## config.mk

```make
export PLATFORM = sky130hd
export DESIGN_NAME = sbt_cell
export DESIGN_NICKNAME = d
export VERILOG_FILES = /design/src/rtl/sbt_pkg.sv /design/src/rtl/sbt_cell.sv
export SDC_FILE = /design/constraint.sdc
export NUM_CORES = 1
export LEC_CHECK = 0
export ABC_AREA = 1
export BUFFER_PORTS_ARGS = -buffer_cell sky130_fd_sc_hd__buf_4
export CAP_MARGIN = 20
export CORE_UTILIZATION = 25
export CTS_CLUSTER_SIZE = 24
export DETAILED_ROUTE_END_ITERATION = 12
export GPL_ROUTABILITY_DRIVEN = 0
export PLACE_DENSITY = 0.53
export SYNTH_ARGS = -nofsm -noshare
export SYNTH_HDL_FRONTEND = slang
export SYNTH_SLANG_ARGS = --single-unit
```

## constraint.sdc

```tcl
create_clock -name clk -period 8.57 [get_ports clk]
set_clock_uncertainty 0.2 [all_clocks]
set_input_delay 0.857 -clock clk [delete_from_list [all_inputs] [get_ports clk]]
set_output_delay 0.857 -clock clk [all_outputs]
set_load 0.005 [all_outputs]
```

## src/rtl/sbt_pkg.sv

```systemverilog
// Shared types and constants for the sorted breakpoint table.
// Used by sbt_cell and sorted_breakpoint_table. No dependencies.
package sbt_pkg;

    localparam int TIME_W = 32;
    localparam int PAY_W  = 32;
    localparam int ACT_W  = 2;
    localparam int STAT_W = 2;

    localparam logic [ACT_W-1:0] ACT_SPLIT  = 2'd0;
    localparam logic [ACT_W-1:0] ACT_LOOKUP = 2'd1;
    localparam logic [ACT_W-1:0] ACT_WRITE  = 2'd2;

    localparam logic [STAT_W-1:0] STAT_OK    = 2'd0;
    localparam logic [STAT_W-1:0] STAT_FULL  = 2'd1;
    localparam logic [STAT_W-1:0] STAT_RANGE = 2'd2;

    // Broadcast controls from the sequencer to every cell.
    typedef struct packed {
        logic cmp_en;   // capture the compare flag against the key
        logic shift_en; // perform an insert at the upper bound
        logic wr_en;    // payload write to the addressed cell
    } cell_ctrl_t;

endpackage

```

## src/rtl/sbt_cell.sv

```systemverilog
// One cell of the breakpoint chain: a breakpoint slot, a segment payload slot
// and the registered "breakpoint <= key" flag. Depends on sbt_pkg.
module sbt_cell #(
    parameter int IDX    = 0,
    parameter int IDX_W  = 7,
    parameter bit HAS_BP = 1'b1
) (
    input  logic                      clk,
    input  logic                      rst_n,
    input  sbt_pkg::cell_ctrl_t       ctrl,
    input  logic [sbt_pkg::TIME_W-1:0] key,
    input  logic [IDX_W-1:0]          count,
    input  logic [IDX_W-1:0]          wr_index,
    input  logic [sbt_pkg::PAY_W-1:0] wr_data,
    input  logic                      prev_le,
    input  logic [sbt_pkg::TIME_W-1:0] prev_bp,
    input  logic [sbt_pkg::PAY_W-1:0] prev_seg,
    output logic                      le,
    output logic                      hit,
    output logic [sbt_pkg::TIME_W-1:0] bp_out,
    output logic [sbt_pkg::PAY_W-1:0] seg_out
);

    logic [sbt_pkg::PAY_W-1:0] seg_reg;
    logic                      shift;

    // The flags form a thermometer, so the upper bound is where a set flag
    // is followed by a clear one.
    assign hit   = prev_le && !le;
    assign shift = !prev_le;

    always_ff @(posedge clk or negedge rst_n)
    begin
        if (!rst_n)
        begin
            seg_reg <= '0;
        end
        else if (ctrl.shift_en && shift)
        begin
            seg_reg <= prev_seg;
        end
        else if (ctrl.wr_en && (wr_index == IDX_W'(IDX)))
        begin
            seg_reg <= wr_data;
        end
    end

    assign seg_out = seg_reg;

    generate
        if (HAS_BP)
        begin : g_bp
            logic [sbt_pkg::TIME_W-1:0] bp_reg;
            logic                       le_reg;

            always_ff @(posedge clk or negedge rst_n)
            begin
                if (!rst_n)
                begin
                    le_reg <= 1'b0;
                end
                else if (ctrl.cmp_en)
                begin
                    le_reg <= (IDX_W'(IDX) < count) && (bp_reg <= key);
                end
            end

            always_ff @(posedge clk)
            begin
                if (ctrl.shift_en)
                begin
                    if (hit)
                    begin
                        bp_reg <= key;
                    end
                    else if (shift)
                    begin
                        bp_reg <= prev_bp;
                    end
                end
            end

            assign le     = le_reg;
            assign bp_out = bp_reg;
        end
        else
        begin : g_no_bp
            assign le     = 1'b0;
            assign bp_out = '0;
        end
    endgenerate

endmodule

```

# Word-level counts from Yosys, hierarchy flattened
# Cells that the tools add are included.
# W data, S select, Z words.
# word_totals
in_bits	148
reg_bits	65
output_inout_bits	66
word_cells	19
# op_classes
muxes	4
reduce_logical	9
n_eq_ne	1
n_lt_le_gt_ge	2
# op_table
operator	n
$mux W32	4
$le A32 B32 Y1	1
$logic_not A7 Y1	1
$lt A1 B7 Y1 const A	1
$logic_and A1 B1 Y1	4
$logic_not A1 Y1	2
$ne A2 B1 Y1 const B	1
$reduce_and A2 Y1	1
$reduce_bool A2 Y1	1

# Depth between registers and ports, before layout
# logic_depth
word_depth	4
depth_mapped	16
ltp_nobuf	16

# Worst setup path before layout
# OpenSTA, ideal clock, no wires.
# synth_path
path_type	input port to flip-flop
startpoint	input port ctrl[1] in the netlist's numbering
endpoint	register g_bp.bp_reg (netlist bit bp_out[0]) (enable)
setup_time_ps	470
slack_ps	4202
cell_stages	3
arrival_time_ps	3698
path_buffers	2
required_time_ps	7900
cell_sequence	buf_2 clkbuf_1 a21boi_0
# synth_between
elab_chain_cells	1
# synth_lines
element	line_no	text
start, declared	sbt_cell.sv:10	input sbt_pkg::cell_ctrl_t ctrl,
$reduce_and A2 Y1 (no source line)	-	
end signal, assigned	sbt_cell.sv:74	bp_reg <= key;
end signal, assigned	sbt_cell.sv:78	bp_reg <= prev_bp;
end, declared	sbt_cell.sv:53	logic [sbt_pkg::TIME_W-1:0] bp_reg;
# No other way between the ends.
# A chain may end at the register's enable or synchronous reset.

# Worst setup path in the final report
# layout_path
startpoint	input port prev_le
endpoint	register seg_reg (netlist bit seg_out[14])
# layout_between
elab_chain_cells	3
# layout_lines
element	line_no	text
start, declared	sbt_cell.sv:15	input logic prev_le,
$logic_not A1 Y1 *	sbt_cell.sv:30	assign shift = !prev_le;
$logic_and A1 B1 Y1 *	sbt_cell.sv:38	else if (ctrl.shift_en && shift)
$mux W32 or $reduce_bool A2 Y1 (tied branches)	-	
end signal, assigned	sbt_cell.sv:40	seg_reg <= prev_seg;
end signal, assigned	sbt_cell.sv:44	seg_reg <= wr_data;
end, declared	sbt_cell.sv:24	logic [sbt_pkg::PAY_W-1:0] seg_reg;
# Mark *: on every way between the ends. The rest lies on a longest branch, timed or not.

==> key figures <==
Critical path
  – Worst EP required: 8630 ps
  – Worst-path maximum fanout: 64
  – Critical path's top delay family: simple AND/OR/NAND/NOR gates
  – Setup crit end kind: flop
  – Crit-path max cell delay: between 700 and 800 ps
  – CP bufs+invs: 2
  – Critical path cell sequence: buf_4, inv_2, nand2_2, nand2_4, nor2_1, a31oi_2
  – Worst Setup Start Kind: input pin
  – CP max-delay cell: nand2_4
  – RR Startpoint: le
  – Arrival time worst endpoint: around 3100 ps
  – WS Path Type: input pin to flop
  – Crit path from: prev_le

Floorplanning
  – Core area: 15300 um2
  – Ports: approximately 210
  – Die Footprint: about 16000 um2
  – Die Y: roughly 130 um
  – Initial Utilization: 25.7%
  – Chip width: around 130 um
  – Cell Rows: 45

Power and ir drop
  – Seq pwr share: 39.3%
  – Leakage: a little under 0.003 uW
  – Logic pwr share: 25.5%
  – Sw frac: between 20 and 30%
  – P_sw: approximately 290 uW
  – Cell Int Power: 725 uW
  – Clk network pwr share: between 30% and 40%
  – PwrDens: between 150 and 200 nW/um2
  – Maximum vdd drop: 0.0853 mV

Status
  – Status: finished clean

Drt
  – Initial DRC Count: between 100 and 150
  – Avg Vias per Cell: 4.40
  – WL per Instance: about 14 um
  – DR vias: about 3800
  – Final WL: 11.9 mm
  – Antenna-violating nets left: 0
  – First-pass iteration count of the detailed router: 4
  – Post-route DRC violation count: 0

STA
  – Slew of the pin with the lowest slew margin: roughly 920 ps
  – F_max: between 0.3 and 0.4 GHz
  – Final setup margin: roughly 5500 ps
  – Setup TNS: 0 ps
  – Relative slew slack: about 40%
  – Tcrit/Tclk final: between 30 and 40%
  – Fin. Hold Viols: 0
  – Final Max Tran Viols: 0
  – RSZ-0062 raised after global routing: false
  – Final setup violation count: 0
  – Crit path time final: around 3100 ps

Global route
  – First-pass GRT wire length: about 19 mm
  – Number of global-route vias before repair: 3862
  – Total GRT Usage: 15.2%
  – Initial antenna violation count: 0
  – GR Overflow Total: 0
  – Pin count of the biggest net entering global routing: 65

Placed design
  – Place WS: a little over 5000 ps
  – IO buf count: 213
  – Cells after DPL: approximately 840
  – Hpwl dp: approximately 9.1 mm

Synth
  – Syn Std Cell Area: 3930 um2
  – Cells after Synth: 440
  – Post-synth cell types: 27
  – Synthesized net count: 620
  – Top cell type by total area after synthesis: edfxtp_1
  – Synth top cells by count: nand2_1 (108), nor2_1 (45), inv_1 (41)
  – Top cells by area, synth: edfxtp_1 (24%), dfrtp_1 (21%), nand2_1 (10%)
  – Register area share after synthesis: 45.5%
  – Top-count cell post-synth: nand2_1
  – #FFs+latches synth: 65
  – Ys async rst share: around half
  – Syn_area_per_cell: roughly 9 um2
  – Post-synth EDFFs: 32
  – Yosys warnings: 0
  – Most used DFF post-synth: dfrtp_1
  – Synth top area share: between 20% and 30%

Final layout
  – Finished Layout Cells: approximately 860
  – Layout area overhead: 51.8%
  – Final nets: just over 800
  – # diodes: 0
  – Filler cell count: ~1500
  – Share of cells above drive strength 1: between 40% and 50%

Clock tree
  – CTS clk-pin slew, worst paths: 60 ps
  – Setup repair bufs after CTS: 0
  – Hold_buf cts: 0
  – Resized cells post-CTS: 0
  – CTS H-tree depth: 3
  – Clock buffer depth: 2
  – Clock Tree Root: clkbuf_16
  – CTS Sinks: 65
  – CTS tree: yes
  – Clock latency on the worst-skew pair: ~340 ps
  – Total CTS buffers: 9

Flow run
  – Max_cap viols: 0

Min path
  – Hold Crit Class: input pin to async pin
path summary, 6_finish.rpt:
check | to | slack [ps] | depth (start not counted)
max in group asynchronous | seg_out[10] | 7600 | 1
hold / removal | seg_out[13] | 250 | 1
setup / recovery | seg_out[14] | 5490 | 6
setup reg to reg | bp_out[19] | 6520 | 3
hold reg to reg | seg_out[22] | 360 | 2
min in group clk | seg_out[22] | 360 | 2
placed cells by master (no fill, tap or decap), types with 4 or more instances in the layout:
master / n
dfrtp_1: 33
a31oi_1: 4
inv_1: 41
nand2_1: 108
nor2_1: 45
buf_4: 214
edfxtp_1: 32
a31oi_2: 28
nand3_1: 35
ha_1: 32
a21oi_1: 14
clkbuf_16: 10
o21ai_0: 33
stage by stage:
stage	power, uW	instance area [um2]	utilization (%)	hold WS [ps]
final	1020	5960	39.1	251
after floorplan	521	3930	-	306
after global placement	665	5670	37.2	342
after CTS	1030	5960	39.1	260
after detailed placement	669	5670	37.2	349
after global routing	1080	5960	39.1	284
cells by family after synthesis:
| group | Yosys count | synth area share [%] |
|---|---|---|
| adders and majority gates | 32 | 10.2 |
| AOI/OAI and AO/OA | 82 | 16.1 |
| and+or+nand+nor | 196 | 20.6 |
| DFF | 65 | 45.5 |
| buffers and inverters | 65 | 7.58 |
power by group through the flow:
stage	combinational (uW)	sequential, uW	clock, uW
6_report	259	400	357
3_3_place_gp	261	404	0
2_1_floorplan	117	404	0
3_5_place_dp	264	405	0
4_1_cts	264	401	369
5_1_grt	293	405	384
area by class of cell:
type | instances | area, um2 | area share [%]
Clock buffer | 10 | 250 | 4.20
Clock inverter | 6 | 38.8 | 0.651
Inverter | 43 | 161 | 2.71
Multi-Input combinational cell | 310 | 1850 | 31.1
Sequential cell | 65 | 1790 | 30.0
Tap cell | 211 | 264 | 4.43
Timing Repair Buffer | 214 | 1610 | 27.0
routing by layer:
layer	share of wire [%]	vias up	GRT usage (%)
met3	9.2	14	4.56
met5	0	-	0
li1	-	1904	-
met4	2.1	0	7.00
met2	43	172	23.8
met1	45	1687	19.2
Power figures use the tool's default switching activity.
